===== src/rtl/core/njs_pkg.sv =====
// Shared types and constants of the non-preemptive job scheduler.
// Used by njs_ctrl, njs_datapath and nonpreemptive_job_scheduler; depends on nothing.
package njs_pkg;

	// Capacity of the job table.
	localparam int MAX_JOBS = 16;
	localparam int IDX_W    = $clog2(MAX_JOBS);
	localparam int CNT_W    = $clog2(MAX_JOBS + 1);

	localparam int TIME_W  = 24;
	localparam int ID_W    = 7;
	localparam int ARR_W   = 16;
	localparam int BURST_W = 16;
	localparam int PRIO_W  = 8;
	localparam int KEY_W   = 16;

	// Policy codes. The unused code falls back to first come first served.
	localparam logic [1:0] POL_FCFS = 2'd0;
	localparam logic [1:0] POL_SJF  = 2'd1;
	localparam logic [1:0] POL_PRIO = 2'd2;

	typedef struct packed {
		logic [ARR_W-1:0]   arrival_time;
		logic [BURST_W-1:0] burst_length;
		logic [PRIO_W-1:0]  job_priority;
		logic               last_job;
	} job_t;

	typedef struct packed {
		logic [TIME_W-1:0]  start_time;
		logic [ID_W-1:0]    job_id;
		logic [BURST_W-1:0] run_length;
		logic               last_entry;
	} sched_t;

	typedef enum logic [1:0] {
		ST_IDLE,
		ST_SCAN,
		ST_JUMP,
		ST_EMIT
	} ctrl_state_t;

	// Commands from the controller to the datapath.
	typedef struct packed {
		logic load;       // store the incoming job if the table has room
		logic start_set;  // time to zero, clear done flags and result count
		logic scan_start; // begin a pass over the loaded jobs
		logic jump;       // move time to the earliest pending arrival
		logic emit;       // issue the chosen job as a result
		logic finish;     // empty the table after the final result
	} ctl_cmd_t;

	// Status from the datapath to the controller.
	typedef struct packed {
		logic scan_fin;   // the pass has finished, its results are settled
		logic found;      // the pass found a job that has arrived
		logic last_emit;  // the next result is the final one of the set
		logic out_busy;   // the result register holds a transaction not yet taken
	} dp_stat_t;

endpackage


===== src/rtl/core/njs_datapath.sv =====
// Datapath of the job scheduler: job table, scan pipeline, time and result register.
// Depends on njs_pkg; driven by the command struct of njs_ctrl.
module njs_datapath (
	input  logic              clk,
	input  logic              arst_n,
	input  njs_pkg::ctl_cmd_t cmd,
	output njs_pkg::dp_stat_t stat,
	input  njs_pkg::job_t     job,
	input  logic              cfg_we,
	input  logic [1:0]        cfg_wdata,
	output logic              sched_valid,
	input  logic              sched_stall,
	output njs_pkg::sched_t   sched
);
	import njs_pkg::*;

	// Job table, read one entry per cycle during a pass.
	logic [ARR_W-1:0]   arr_mem   [MAX_JOBS];
	logic [BURST_W-1:0] burst_mem [MAX_JOBS];
	logic [PRIO_W-1:0]  prio_mem  [MAX_JOBS];

	logic [MAX_JOBS-1:0] done_q;
	logic [CNT_W-1:0]    count_q;
	logic [CNT_W-1:0]    emitted_q;
	logic [TIME_W-1:0]   time_q;
	logic [1:0]          policy_q;

	logic             scanning_q;
	logic [IDX_W-1:0] addr_q;
	logic             addr_last;

	logic               vld_s1;
	logic               last_s1;
	logic [IDX_W-1:0]   idx_s1;
	logic [ARR_W-1:0]   arr_s1;
	logic [BURST_W-1:0] burst_s1;
	logic [PRIO_W-1:0]  prio_s1;

	logic [KEY_W-1:0]   key_s1;
	logic               pend_s1;
	logic               ready_s1;

	logic               found_q;
	logic [KEY_W-1:0]   best_key_q;
	logic [IDX_W-1:0]   best_idx_q;
	logic [BURST_W-1:0] best_burst_q;
	logic               pend_have_q;
	logic [ARR_W-1:0]   pend_min_q;
	logic               scan_fin_q;

	logic   sched_valid_q;
	sched_t sched_q;

	assign addr_last = ({1'b0, addr_q} + CNT_W'(1)) == count_q;

	// Table writes and registered reads.
	always_ff @(posedge clk) begin
		if (cmd.load && (count_q < CNT_W'(MAX_JOBS))) begin
			arr_mem[count_q[IDX_W-1:0]]   <= job.arrival_time;
			burst_mem[count_q[IDX_W-1:0]] <= job.burst_length;
			prio_mem[count_q[IDX_W-1:0]]  <= job.job_priority;
		end
		arr_s1   <= arr_mem[addr_q];
		burst_s1 <= burst_mem[addr_q];
		prio_s1  <= prio_mem[addr_q];
	end

	always_ff @(posedge clk or negedge arst_n) begin
		if (!arst_n) begin
			policy_q <= POL_FCFS;
		end else if (cfg_we) begin
			policy_q <= cfg_wdata;
		end
	end

	// Scan address counter and the control side of the read stage.
	always_ff @(posedge clk or negedge arst_n) begin
		if (!arst_n) begin
			scanning_q <= 1'b0;
			addr_q     <= '0;
			vld_s1     <= 1'b0;
			last_s1    <= 1'b0;
			idx_s1     <= '0;
			scan_fin_q <= 1'b0;
		end else begin
			vld_s1     <= scanning_q && !cmd.scan_start;
			last_s1    <= addr_last;
			idx_s1     <= addr_q;
			scan_fin_q <= vld_s1 && last_s1;
			if (cmd.scan_start) begin
				scanning_q <= 1'b1;
				addr_q     <= '0;
			end else if (scanning_q) begin
				if (addr_last) begin
					scanning_q <= 1'b0;
				end else begin
					addr_q <= addr_q + IDX_W'(1);
				end
			end
		end
	end

	always_comb begin
		unique case (policy_q)
			POL_SJF:  key_s1 = burst_s1;
			POL_PRIO: key_s1 = KEY_W'(prio_s1);
			default:  key_s1 = arr_s1;
		endcase
	end

	assign pend_s1  = vld_s1 && !done_q[idx_s1];
	assign ready_s1 = pend_s1 && (TIME_W'(arr_s1) <= time_q);

	// Running minimum over one pass; strict compare keeps the lower id on ties.
	always_ff @(posedge clk or negedge arst_n) begin
		if (!arst_n) begin
			found_q     <= 1'b0;
			pend_have_q <= 1'b0;
		end else if (cmd.scan_start) begin
			found_q     <= 1'b0;
			pend_have_q <= 1'b0;
		end else begin
			if (ready_s1 && (!found_q || key_s1 < best_key_q)) begin
				found_q <= 1'b1;
			end
			if (pend_s1) begin
				pend_have_q <= 1'b1;
			end
		end
	end

	always_ff @(posedge clk) begin
		if (ready_s1 && (!found_q || key_s1 < best_key_q)) begin
			best_key_q   <= key_s1;
			best_idx_q   <= idx_s1;
			best_burst_q <= burst_s1;
		end
		if (pend_s1 && (!pend_have_q || arr_s1 < pend_min_q)) begin
			pend_min_q <= arr_s1;
		end
	end

	// Table fill, done flags, time and result count.
	always_ff @(posedge clk or negedge arst_n) begin
		if (!arst_n) begin
			count_q   <= '0;
			emitted_q <= '0;
			time_q    <= '0;
			done_q    <= '0;
		end else begin
			if (cmd.load && (count_q < CNT_W'(MAX_JOBS))) begin
				count_q <= count_q + CNT_W'(1);
			end else if (cmd.finish) begin
				count_q <= '0;
			end
			if (cmd.start_set) begin
				time_q    <= '0;
				emitted_q <= '0;
				done_q    <= '0;
			end else if (cmd.jump) begin
				time_q <= TIME_W'(pend_min_q);
			end else if (cmd.emit) begin
				time_q             <= time_q + TIME_W'(best_burst_q);
				emitted_q          <= emitted_q + CNT_W'(1);
				done_q[best_idx_q] <= 1'b1;
			end
		end
	end

	// Result register: holds a transaction until the receiver takes it.
	always_ff @(posedge clk or negedge arst_n) begin
		if (!arst_n) begin
			sched_valid_q <= 1'b0;
		end else if (cmd.emit) begin
			sched_valid_q <= 1'b1;
		end else if (!sched_stall) begin
			sched_valid_q <= 1'b0;
		end
	end

	always_ff @(posedge clk) begin
		if (cmd.emit) begin
			sched_q.start_time <= time_q;
			sched_q.job_id     <= ID_W'(best_idx_q) + ID_W'(1);
			sched_q.run_length <= best_burst_q;
			sched_q.last_entry <= stat.last_emit;
		end
	end

	assign sched_valid = sched_valid_q;
	assign sched       = sched_q;

	assign stat.scan_fin  = scan_fin_q;
	assign stat.found     = found_q;
	assign stat.last_emit = (emitted_q + CNT_W'(1)) == count_q;
	assign stat.out_busy  = sched_valid_q && sched_stall;

`ifndef SYNTHESIS
	a_emit_has_pick: assert property (@(posedge clk) disable iff (!arst_n)
		cmd.emit |-> found_q)
		else $error("result issued without a chosen job");
	a_emit_no_overwrite: assert property (@(posedge clk) disable iff (!arst_n)
		cmd.emit |-> !(sched_valid_q && sched_stall))
		else $error("result register overwritten while stalled");
	a_count_bound: assert property (@(posedge clk) disable iff (!arst_n)
		count_q <= CNT_W'(MAX_JOBS))
		else $error("job table count beyond capacity");
	a_no_load_in_scan: assert property (@(posedge clk) disable iff (!arst_n)
		cmd.load |-> !scanning_q && !vld_s1)
		else $error("job loaded during a scan pass");
	a_jump_has_pending: assert property (@(posedge clk) disable iff (!arst_n)
		cmd.jump |-> pend_have_q)
		else $error("time jump with no pending job");
`endif

endmodule


===== src/rtl/core/njs_ctrl.sv =====
// Controller state machine of the job scheduler.
// Depends on njs_pkg; commands njs_datapath and reads its status.
module njs_ctrl (
	input  logic              clk,
	input  logic              arst_n,
	input  logic              job_valid,
	input  logic              job_last,
	output logic              job_stall,
	input  njs_pkg::dp_stat_t stat,
	output njs_pkg::ctl_cmd_t cmd
);
	import njs_pkg::*;

	ctrl_state_t state_q;
	ctrl_state_t state_d;

	always_ff @(posedge clk or negedge arst_n) begin
		if (!arst_n) begin
			state_q <= ST_IDLE;
		end else begin
			state_q <= state_d;
		end
	end

	always_comb begin
		state_d   = state_q;
		cmd       = '0;
		job_stall = 1'b1;
		unique case (state_q)
			ST_IDLE: begin
				job_stall = 1'b0;
				if (job_valid) begin
					cmd.load = 1'b1;
					if (job_last) begin
						cmd.start_set  = 1'b1;
						cmd.scan_start = 1'b1;
						state_d        = ST_SCAN;
					end
				end
			end
			ST_SCAN: begin
				if (stat.scan_fin) begin
					state_d = stat.found ? ST_EMIT : ST_JUMP;
				end
			end
			ST_JUMP: begin
				cmd.jump       = 1'b1;
				cmd.scan_start = 1'b1;
				state_d        = ST_SCAN;
			end
			ST_EMIT: begin
				if (!stat.out_busy) begin
					cmd.emit = 1'b1;
					if (stat.last_emit) begin
						cmd.finish = 1'b1;
						state_d    = ST_IDLE;
					end else begin
						cmd.scan_start = 1'b1;
						state_d        = ST_SCAN;
					end
				end
			end
			default: begin
				state_d = ST_IDLE;
			end
		endcase
	end

endmodule


===== src/rtl/core/nonpreemptive_job_scheduler.sv =====
// Top level of the non-preemptive job scheduler (FCFS, SJF or priority).
// Depends on njs_pkg, njs_ctrl and njs_datapath.

// Jobs arrive one transaction at a time and are numbered 1, 2, 3 in load
// order; up to MAX_JOBS (16) are kept and later ones are dropped, though a
// dropped job's last_job mark still starts the schedule. Jobs are loaded
// one per cycle. Once the marked job is in, the block stalls its input and
// produces one result transaction per loaded job, in schedule order: it
// makes one pass over the job table per result, reading one entry per cycle
// from the table memory; when no job has arrived yet, time first jumps to
// the next arrival and a further pass is made. The result register lets the
// next pass run while a result waits to be taken. The policy code picks the
// key that is minimized, with ties going to the lower job id: 0 arrival
// time, 1 burst length, 2 priority, and the unused code 3 acts as 0. It is
// written through cfg_we and cfg_wdata and must only change while no
// schedule is in progress.
module nonpreemptive_job_scheduler (
	input  logic            clk,
	input  logic            arst_n,
	input  logic            cfg_we,
	input  logic [1:0]      cfg_wdata,
	input  logic            job_valid,
	output logic            job_stall,
	input  njs_pkg::job_t   job,
	output logic            sched_valid,
	input  logic            sched_stall,
	output njs_pkg::sched_t sched
);
	import njs_pkg::*;

	ctl_cmd_t cmd;
	dp_stat_t stat;

	// The controller sequences loading, scan passes, time jumps and results.
	njs_ctrl u_ctrl (
		.clk       (clk),
		.arst_n    (arst_n),
		.job_valid (job_valid),
		.job_last  (job.last_job),
		.job_stall (job_stall),
		.stat      (stat),
		.cmd       (cmd)
	);

	// The datapath holds the job table, the running minimum and the clock of
	// the schedule, and owns the result register.
	njs_datapath u_dp (
		.clk         (clk),
		.arst_n      (arst_n),
		.cmd         (cmd),
		.stat        (stat),
		.job         (job),
		.cfg_we      (cfg_we),
		.cfg_wdata   (cfg_wdata),
		.sched_valid (sched_valid),
		.sched_stall (sched_stall),
		.sched       (sched)
	);

endmodule


===== config.mk =====
export PLATFORM = sky130hd
export DESIGN_NAME = nonpreemptive_job_scheduler
export DESIGN_NICKNAME = d
export VERILOG_FILES = /design/src/rtl/core/njs_pkg.sv /design/src/rtl/core/njs_datapath.sv /design/src/rtl/core/njs_ctrl.sv /design/src/rtl/core/nonpreemptive_job_scheduler.sv
export SDC_FILE = /design/constraint.sdc
export NUM_CORES = 1
export LEC_CHECK = 0
export ABC_AREA = 1
export BUFFER_PORTS_ARGS = -buffer_cell sky130_fd_sc_hd__buf_2
export CAP_MARGIN = 10
export CORE_MARGIN = 1
export CORE_UTILIZATION = 30
export CTS_CLUSTER_DIAMETER = 30
export DETAILED_ROUTE_END_ITERATION = 8
export PLACE_DENSITY_LB_ADDON = 0.2
export REMOVE_ABC_BUFFERS = 1
export SETUP_SLACK_MARGIN = 0.3
export SYNTH_ARGS = -nofsm -noshare
export SYNTH_HDL_FRONTEND = slang
export SYNTH_SLANG_ARGS = --single-unit

===== constraint.sdc =====
create_clock -name clk -period 5.7 [get_ports clk]
set_clock_uncertainty 0.2 [all_clocks]
set_input_delay 0.855 -clock clk [delete_from_list [all_inputs] [get_ports clk]]
set_output_delay 0.855 -clock clk [all_outputs]
set_load 0.05 [all_outputs]

# --- Word-level counts from Yosys, hierarchy flattened ---
# Memories as Yosys holds them, arrays and structs flattened. A register that Yosys moved wholly into a read port is not among the register bits.
# Index checks and enable logic that the tools add are counted.
totals:
  register_bits: 169
  mem_bits_rw: 640
  in_bits: 48
  out_inout_bits: 50
  wordCells: 127
  mem_count: 3
memory_table:
  columns: ["memory", "words", "word_bits", "read_ports", "rd_ports_with_merged_regs", "wr", "line", "text"]
  rows:
  - ["u_dp.arr_mem", 16, 16, 1, 1, 1, "njs_datapath.sv:18", "logic [ARR_W-1:0] arr_mem [MAX_JOBS];"]
  - ["u_dp.burst_mem", 16, 16, 1, 1, 1, "njs_datapath.sv:19", "logic [BURST_W-1:0] burst_mem [MAX_JOBS];"]
  - ["u_dp.prio_mem", 16, 8, 1, 1, 1, "njs_datapath.sv:20", "logic [PRIO_W-1:0] prio_mem [MAX_JOBS];"]
classes:
  addsub: 6
  magnitude_cmp: 7
  n_eq_ne: 14
  n_mux: 48
  n_bitwise: 1
  reduce_logical: 25
ops:
  columns: ["operator", "n"]
  rows:
  - ["2-to-1 mux 24 bit", 3]
  - ["2-to-1 mux 16 bit", 3]
  - ["less-than comparator 16 bit", 2]
  - ["one-hot mux 16 bit (2 select lines)", 1]
  - ["2-to-1 mux 5 bit", 5]
  - ["adder 24 x 16 -> 24 bit", 1]
  - ["<= comparator 16 x 24 -> 1 bit", 1]
  - ["2-to-1 mux 1 bit", 20]
  - ["2-to-1 mux 2 bit", 8]
  - ["bitwise OR 16 bit", 1]
  - ["2-to-1 mux 4 bit", 3]
  - ["adder 4 x 1 -> 5 bit (second input constant)", 2]
  - ["adder 5 x 1 -> 5 bit (second input constant)", 2]
  - ["equality test 5 bit", 2]
  - ["less-than comparator 4 x 5 -> 1 bit (second input constant)", 2]
  - ["nonzero test 2 bit", 5]
  - ["logical AND 1 bit", 9]
  - ["inequality test 2 x 1 -> 1 bit (second input constant)", 4]
  - ["one-hot mux 2 bit (4 select lines)", 1]
  - ["equality test 2 bit (second input constant)", 3]
  - ["inequality test 2 bit (second input constant)", 3]
  - ["less-than comparator 5 bit (second input constant)", 1]
  - ["adder 4 x 1 -> 4 bit (second input constant)", 1]
  - ["binary-select mux 1 bit (select 4 bit)", 1]
  - ["other kinds (11)", 17]

# --- Logic depth before layout (Yosys ltp) ---
# Gate-level depths: netlist (run 1).
depth:
  ltp_word: 8
  mapped_depth: 19
  mapped_depth_nobuf: 17

# --- Modules after synthesis ---
# From an unflattened synthesis (run 1), not the netlist that was laid out.
unflattened:
  hier_cells: 2706
  hier_area_um2: 34176.5
modules_own_cells:
  columns: ["module", "n_inst", "cells_each", "area_each_um2", "seq_area_each_um2"]
  rows:
  - ["njs_datapath", 1, 2675, 33988.8, 24638.6]
  - ["njs_ctrl", 1, 31, 187.7, 50.0]

# --- Worst setup path before layout (run 1) ---
# OpenSTA, ideal clock, no wires.
synth_timing:
  path_type: "register -> register"
  start: "register u_dp.policy_q[0]"
  end: "register u_dp.best_burst_q[0] (enable)"
  t_arrival_ns: 3.960
  setup_slack_ns: 1.098
  stages_incl_launch_ff: 18
  path_buffers: 2
  period_less_slack_ns: 4.602
  path_cell_list: "dfrtp_1 -> inv_1 -> ha_1 -> clkbuf_1 -> inv_1 -> nand2_1 -> inv_1 -> clkbuf_1 -> nand2_1 -> nand3_1 -> ha_1 -> nand2_1 -> nor2_1 -> a211oi_1 -> nand2_1 -> nand2_1 -> nand2_1 -> a21oi_1"
synth_via:
  elab_chain_cells: 5
synth_rtl:
  columns: ["item", "line", "text"]
  rows:
  - ["start, declared", "njs_datapath.sv:26", "logic [1:0] policy_q;"]
  - ["start signal, assigned", "njs_datapath.sv:72", "policy_q <= cfg_wdata;"]
  - ["equality test 2 bit or equality test 2 x 1 -> 1 bit (tied branches)", "njs_datapath.sv:104", "unique case (policy_q)"]
  - ["one-hot mux 16 bit (2 select lines) *", "njs_datapath.sv:104", null]
  - ["named net u_dp.key_s1[7]", "njs_datapath.sv:39", "logic [KEY_W-1:0] key_s1;"]
  - ["less-than comparator 16 bit *", "njs_datapath.sv:133", "if (ready_s1 && (!found_q || key_s1 < best_key_q)) begin"]
  - ["logical OR 1 bit *", "njs_datapath.sv:133", null]
  - ["logical AND 1 bit *", "njs_datapath.sv:133", null]
  - ["end signal, assigned", "njs_datapath.sv:136", "best_burst_q <= burst_s1;"]
  - ["end, declared", "njs_datapath.sv:46", "logic [BURST_W-1:0] best_burst_q;"]
# The timed path passes the listed nets; every way through them passes the cells marked *.
# A chain may end at the register's enable or synchronous reset.

# --- Worst setup path in the final report (run 1) ---
layout_timing:
  start: "register u_dp.policy_q[0]"
  end: "register u_dp.best_key_q[11] (enable)"
layout_via:
  elab_chain_cells: 5
layout_rtl:
  columns: ["item", "line", "text"]
  rows:
  - ["equality test 2 bit or equality test 2 x 1 -> 1 bit (tied branches)", "njs_datapath.sv:104", null]
  - ["one-hot mux 16 bit (2 select lines) *", "njs_datapath.sv:104", null]
  - ["named net u_dp.key_s1[7]", "njs_datapath.sv:39", null]
  - ["less-than comparator 16 bit *", "njs_datapath.sv:133", null]
  - ["logical OR 1 bit *", "njs_datapath.sv:133", null]
  - ["logical AND 1 bit *", "njs_datapath.sv:133", null]
  - ["end signal, assigned", "njs_datapath.sv:134", "best_key_q <= key_s1;"]
  - ["end, declared", "njs_datapath.sv:44", "logic [KEY_W-1:0] best_key_q;"]
# Marked as above.

==> impl_metrics.ini, run 1 <==
[critical_path]
reg2reg_from = u_dp.policy_q[0]
critPathLaunch = u_dp.policy_q[0]
end_kind = flip-flop
critPathBufInv = 4
cp_common_cell = nand2_1
slowest_delay_ps = 650
critPathRequiredTime_ps = 5940
crit_chain = inv_1 > ha_1 > inv_1 > nand2_1 > inv_1 > nand2_1 > nand3_1 > ha_1 > nand2_1 > nor2_1 > a211oi_1 > nand2_1 > nand2_1 > nand2_1 > a21oi_4 > buf_16
crit_family = adder cells
crit_path_max_fanout = 23
cp_data_arrival_time_ps = 4150
slowest_stage = ha_1
setup.worst_path.start_class = flip-flop
crit_type = reg2reg

[cells_and_area]
layout-drive-gt1-share_pct = 16.4
regArea_mm2 = 0.0247
multi_input_area_mm2 = 0.00844
final_util_pct = 38.2
fillers = 10700
layout.nets = 3024
area_delta_synth_final_pct = 26.1
design_area_mm2 = 0.0430

[drt]
via_per_inst = 4.96
drcViolationCount = 0
vias = 22600
totalWireLength_um = 101000
ant_nets = 0
drtIter0Drc = 1827
wl_per_cell_um = 22.1
dr.pass1.iters = 5

[global_route]
grt_max_degree = 153
use_met2_pct = 27.8
grt_use_total_pct = 17.4
grt.overflow.total = 0
busiest_layer = met2
met1_usage_pct = 23.8
grt_pass1_wl_um = 150000
grt_pass1_vias = 22700
grtUsageMet3_pct = 3.52
antenna_found_initial = 8

[clocking]
cts.sinks = 847
clock-root-buffer = clkbuf_16
post_cts_buffers = 0
cts_max_level = 4
clockBufferDepth = 3
clkTransAtPathRegs_ps = 40
clkLatencyLatePin_ps = 770
cts_tree = done
cts_hold_buf = 0
cts_made_buffers = 191
cts_resized = 0

[power_and_ir_drop]
leakage_nw = 15.6
p_per_area_mw_per_mm2 = 591
p_total_w = 0.0254
max-vdd-ir-drop_v = 0.000340

[yosys]
synthFlopType = edfxtp_1
synthArstFlopShare_pct = 8.15
ys_top_cells_by_area = edfxtp_1 65%, nand2_1 5.2%, dfrtp_1 5.1%
yosysWarnings = 0
ys_ff_latch = 847
synth_commonest_cells = 738 x edfxtp_1, 469 x nand2_1, 255 x o21ai_0
syn_area_mm2 = 0.0341
seq_area_frac_synth_pct = 72.4
synth_top_cell_by_area = edfxtp_1
synth_cells = 2704
synth.most_common_cell = edfxtp_1
netlist-cell-type-count = 48
synth_top_area_share_pct = 65.0
syn_area_per_cell_um2 = 12.6
synth_edf_count = 738

[floorplanning]
die_x_um = 339
die_area_mm2 = 0.115
ios = 98
start_util_pct = 30.3
rows = 123
die_h_um = 339
core_area_mm2 = 0.113

[placed_design]
io_buffer_count = 95
post_dp_cell_area_mm2 = 0.0364
place.gp.congestion = 0.872
hpwl_um = 61400
pre_cts_ws_ps = 1440

[sta]
rsz0062_at_grt = false
slew_viol_final = 0
finalHoldViolations = 0
setup_violations = 0
setup_ws_ps = 1780
worst_hold_slack_ps = 41.2
worst_slew_pin_slew_ps = 1180
clock.fmax_mhz = 255
finalCritPeriodShare_pct = 68.7
period_needed_ps = 3920
maxSlewHeadroom_pct = 21.2

[min_path]
hold_path.class = in2async

[status]
outcome = finished, final reports clean

[flow_run]
max_cap_viol_count = 0
[cell usage in the layout (no fill, tap or decap), types with 48 or more instances in the layout]
cell type	instances
a21oi_1	170
a221oi_1	48
buf_2	94
clkbuf_16	192
dfrtp_1	65
edfxtp_1	738
ha_1	74
inv_1	128
nand2_1	468
nand3_1	111
nor2_1	219
o21ai_0	255
o22ai_1	52
[where the power goes]
group / total, W / leakage [nW] / switching, W / internal [W]
Clock: 0.0109 / 3.10 / 0.00367 / 0.00720
Sequential: 0.00824 / 7.87 / 0.000631 / 0.00761
Combinational: 0.00630 / 4.63 / 0.00455 / 0.00175
Total: 0.0254 / 15.6 / 0.00885 / 0.0166
[layout make-up]
type | instances | share of cell area, %
repair buffers | 140 | 2.06
clock buffers | 218 | 11.5
inverters | 136 | 1.20
well taps | 1500 | 4.36
diodes | 1 | 0.00582
multi-input cells | 1585 | 19.6
flip-flops and latches | 847 | 57.4
clock inverters | 141 | 3.78
[through the flow]
stage,setup TNS (ps),cells
after floorplan,-160660,2568
after global placement,0,4206
after detailed placement,0,4206
after CTS,0,4565
after global routing,0,4567
final,0,4568
[kinds of logic (layout without fill, tap and decap cells)]
| family | after synthesis | after routing | share of synthesized area [%] |
|---|---|---|---|
| muxes | 1 | 1 | 0.0293 |
| other | 1 | 3 | 0.0110 |
| adders and majority gates | 75 | 75 | 2.77 |
| xor gates and xnor gates | 22 | 22 | 0.587 |
| and+or+nand+nor | 882 | 882 | 10.8 |
| buffers and inverters | 273 | 635 | 3.29 |
| AOI/OAI and AO/OA | 603 | 603 | 10.2 |
| DFF | 847 | 847 | 72.4 |
[final timing paths]
kind / to / slack, ps / cells past startpoint
max in group asynchronous: u_dp.addr_q[0] / 4510 / 1
hold / removal: u_dp.done_q[11] / 40 / 1
hold reg to reg: u_dp.best_burst_q[8] / 250 / 0
min in group clk: u_dp.policy_q[0] / 210 / 2
setup / recovery: u_dp.best_key_q[11] / 1780 / 16
setup reg to reg: u_dp.best_key_q[11] / 1780 / 16
[routing by layer]
| layer | share of wire [%] | routed length [um] |
|---|---|---|
| met5 | 0.013 | 13 |
| met4 | 1.9 | 1930 |
| met3 | 6.1 | 6120 |
| met2 | 47 | 47200 |
| met1 | 45 | 45500 |
[state kept, by name, indices dropped and copies added, names as in the netlist, 24 cells and up]
signal          count
u_dp.sched         46
u_dp.prio_mem     128
u_dp.burst_mem    256
u_dp.time_q        24
u_dp.arr_mem      256
No activity file was read; power rests on OpenSTA's default activity.
==> inputs of run 2 (changes only) <==
==> constraint.sdc (replaced) <==
create_clock -name clk -period 3.2 [get_ports clk]
set_clock_uncertainty 0.2 [all_clocks]
set_input_delay 0.48 -clock clk [delete_from_list [all_inputs] [get_ports clk]]
set_output_delay 0.48 -clock clk [all_outputs]
set_load 0.05 [all_outputs]
==> run 2 against run 1 <==
Routed wire length fell by 0.17%. Hold slack improved by 160 ps. Final cell count rose by 1.8%. Largest power group unchanged. Global-route usage barely moved. Final area rose by 2.8%. Largest cell class unchanged. Core utilization rose by 1.1 points. Clock power rose by 75%. Sequential power rose by 80%. Critical path type unchanged.
==> impl_metrics.ini, run 2 (synthesis gave the netlist of run 1 again) <==
[clocking]
clockBufferDepth = 3
cts_max_level = 4
clkLatencyLatePin_ps = 750
cts_tree = done
cts.sinks = 847
clkTransAtPathRegs_ps = 50
clock-root-buffer = clkbuf_16
cts_made_buffers = 186

[critical_path]
slowest_delay_ps = 410
crit_family = compound AO/OA/AOI/OAI gates
r2r_setup_slack_ps = 150
r2r-end = u_dp.best_burst_q[10]
crit_type = reg2reg
setup.worst_path.start_class = flip-flop
reg2reg_from = u_dp.policy_q[1]
crit_chain = ha_4 > inv_2 > nand2_2 > clkinvlp_4 > buf_12 > a22o_1 > ha_1 > a21oi_2 > o21ai_0 > nor2_1 > nand2_2 > a21oi_4 > buf_6 > clkbuf_16
slowest_stage = dfrtp_1
end_kind = flip-flop
r2r_cells = 14
cp_common_cell = nand2_2
critPathBufInv = 5
critPathRequiredTime_ps = 3460
crit_path_max_fanout = 14
cp_data_arrival_time_ps = 3310

[floorplanning]
start_util_pct = 30.3
die_area_mm2 = 0.115
die_x_um = 339
rows = 123
die_h_um = 339
ios = 98
core_area_mm2 = 0.113

[cells_and_area]
layout_commonest_cell = edfxtp_1
multi_input_area_mm2 = 0.00851
regArea_mm2 = 0.0247
layout.nets = 3108
area_delta_synth_final_pct = 29.6
final_util_pct = 39.3
fillers = 10600
final_cell_mix = 738 x edfxtp_1, 466 x nand2_1, 255 x o21ai_0
layout-drive-gt1-share_pct = 17.3

[power_and_ir_drop]
internal_power_w = 0.0302
power_frac_comb_pct = 25.2
p_per_area_mw_per_mm2 = 1020
power_frac_seq_pct = 32.7
p_switching_w = 0.0151
leakage_nw = 16.1
clockPowerShare_pct = 42.2
sw_frac_of_total_pct = 33.3
max-vdd-ir-drop_v = 0.000555

[drt]
ant_nets = 0
dr.pass1.iters = 5
drtIter0Drc = 1672
totalWireLength_um = 101000
wl_per_cell_um = 21.6
drcViolationCount = 0
vias = 22700
via_per_inst = 4.89

[sta]
finalCritPeriodShare_pct = 95.4
setup_violations = 0
worst_hold_slack_ps = 203
finalHoldViolations = 0
slew_viol_final = 0
period_needed_ps = 3050
maxSlewHeadroom_pct = 40.7
clock.fmax_mhz = 328
worst_slew_pin_slew_ps = 890
rsz0062_at_grt = true
fin_setup_tns_ps = 0

[global_route]
grt_pass1_vias = 22900
grt.overflow.total = 0
grt_max_degree = 127
grt_pass1_wl_um = 148000
grt_use_total_pct = 17.4
antenna_found_initial = 10

[min_path]
hold_path.class = in2async

[status]
outcome = finished, final reports clean

[placed_design]
io_buffer_count = 95
hpwl_um = 57600
place.gp.congestion = 0.835

[flow_run]
max_cap_viol_count = 0
-- run 2: changes by cell type in the layout (fill, tap and decap cells not counted), moves of 4 or more --
cell	change
bufinv_16	+7
buf_12	+38
clkinv_16	-5
ha_1	-4
clkinvlp_4	-9
clkinv_4	-4
clkbuf_16	-4
clkinv_2	+9
dlygate4sd3_1	+50
-- run 2: worst max path at each step --
stage | start | to | slack [ps] | depth (start not counted)
floorplan | u_dp.addr_q[0] | u_dp.addr_q[0] | -6330 | 9
finish | u_dp.policy_q[1] | u_dp.best_burst_q[10] | 150 | 14
detailed placement | u_dp.policy_q[0] | u_dp.best_key_q[0] | -30 | 16
global route | u_dp.policy_q[1] | u_dp.best_burst_q[15] | 30 | 17
CTS | u_dp.policy_q[1] | u_dp.best_burst_q[4] | 160 | 17
global placement | u_dp.policy_q[0] | u_dp.best_key_q[0] | 40 | 16
-- run 2: power by group through the flow --
stage	combinational, W	clock [W]	sequential (W)
global placement	0.0110	0	0.0150
CTS	0.0114	0.0194	0.0148
floorplan	0.00598	0	0.0149
global route	0.0127	0.0200	0.0149
detailed placement	0.0111	0	0.0150
finish	0.0114	0.0191	0.0148
-- run 2: timing repair --
item | 4_1_cts | 5_1_grt
resized for setup | 7 | 11
setup endpoints to repair | 36 | 36
hold buffers | 50 | 0
pin swaps | 1 | 6
endpoints found under the hold margin | 710 | 0
setup buffers | 4 | 0
cloned | 1 | 1
-- run 2: final cells by class --
cell class | instances | area share [%]
inverters | 136 | 1.18
well taps | 1500 | 4.24
repair buffers | 229 | 4.94
multi-input cells | 1585 | 19.3
clock inverters | 133 | 3.55
diodes | 1 | 0.00566
flip-flops and latches | 847 | 55.8
clock buffers | 217 | 11.0
-- run 2: per-stage QoR --
stage                     total power (W)  cell area [um^2]  setup slack (ps)  instances
final                              0.0453             44200               147       4648
after global routing               0.0476             44200              29.8       4648
after CTS                          0.0456             44100               164       4646
after detailed placement           0.0261             37100             -29.0       4241
after global placement             0.0259             37100              44.1       4241
after floorplan                    0.0209             33500             -6330       2568
-- run 2: routing by layer --
metal	vias to the layer above	part of all wire, %	GRT usage (%)
li1	10500	-	-
met2	591	48	28.3
met4	12	2.5	6.25
met3	183	4.7	3.47
met5	-	0.068	0
met1	11400	45	23.0
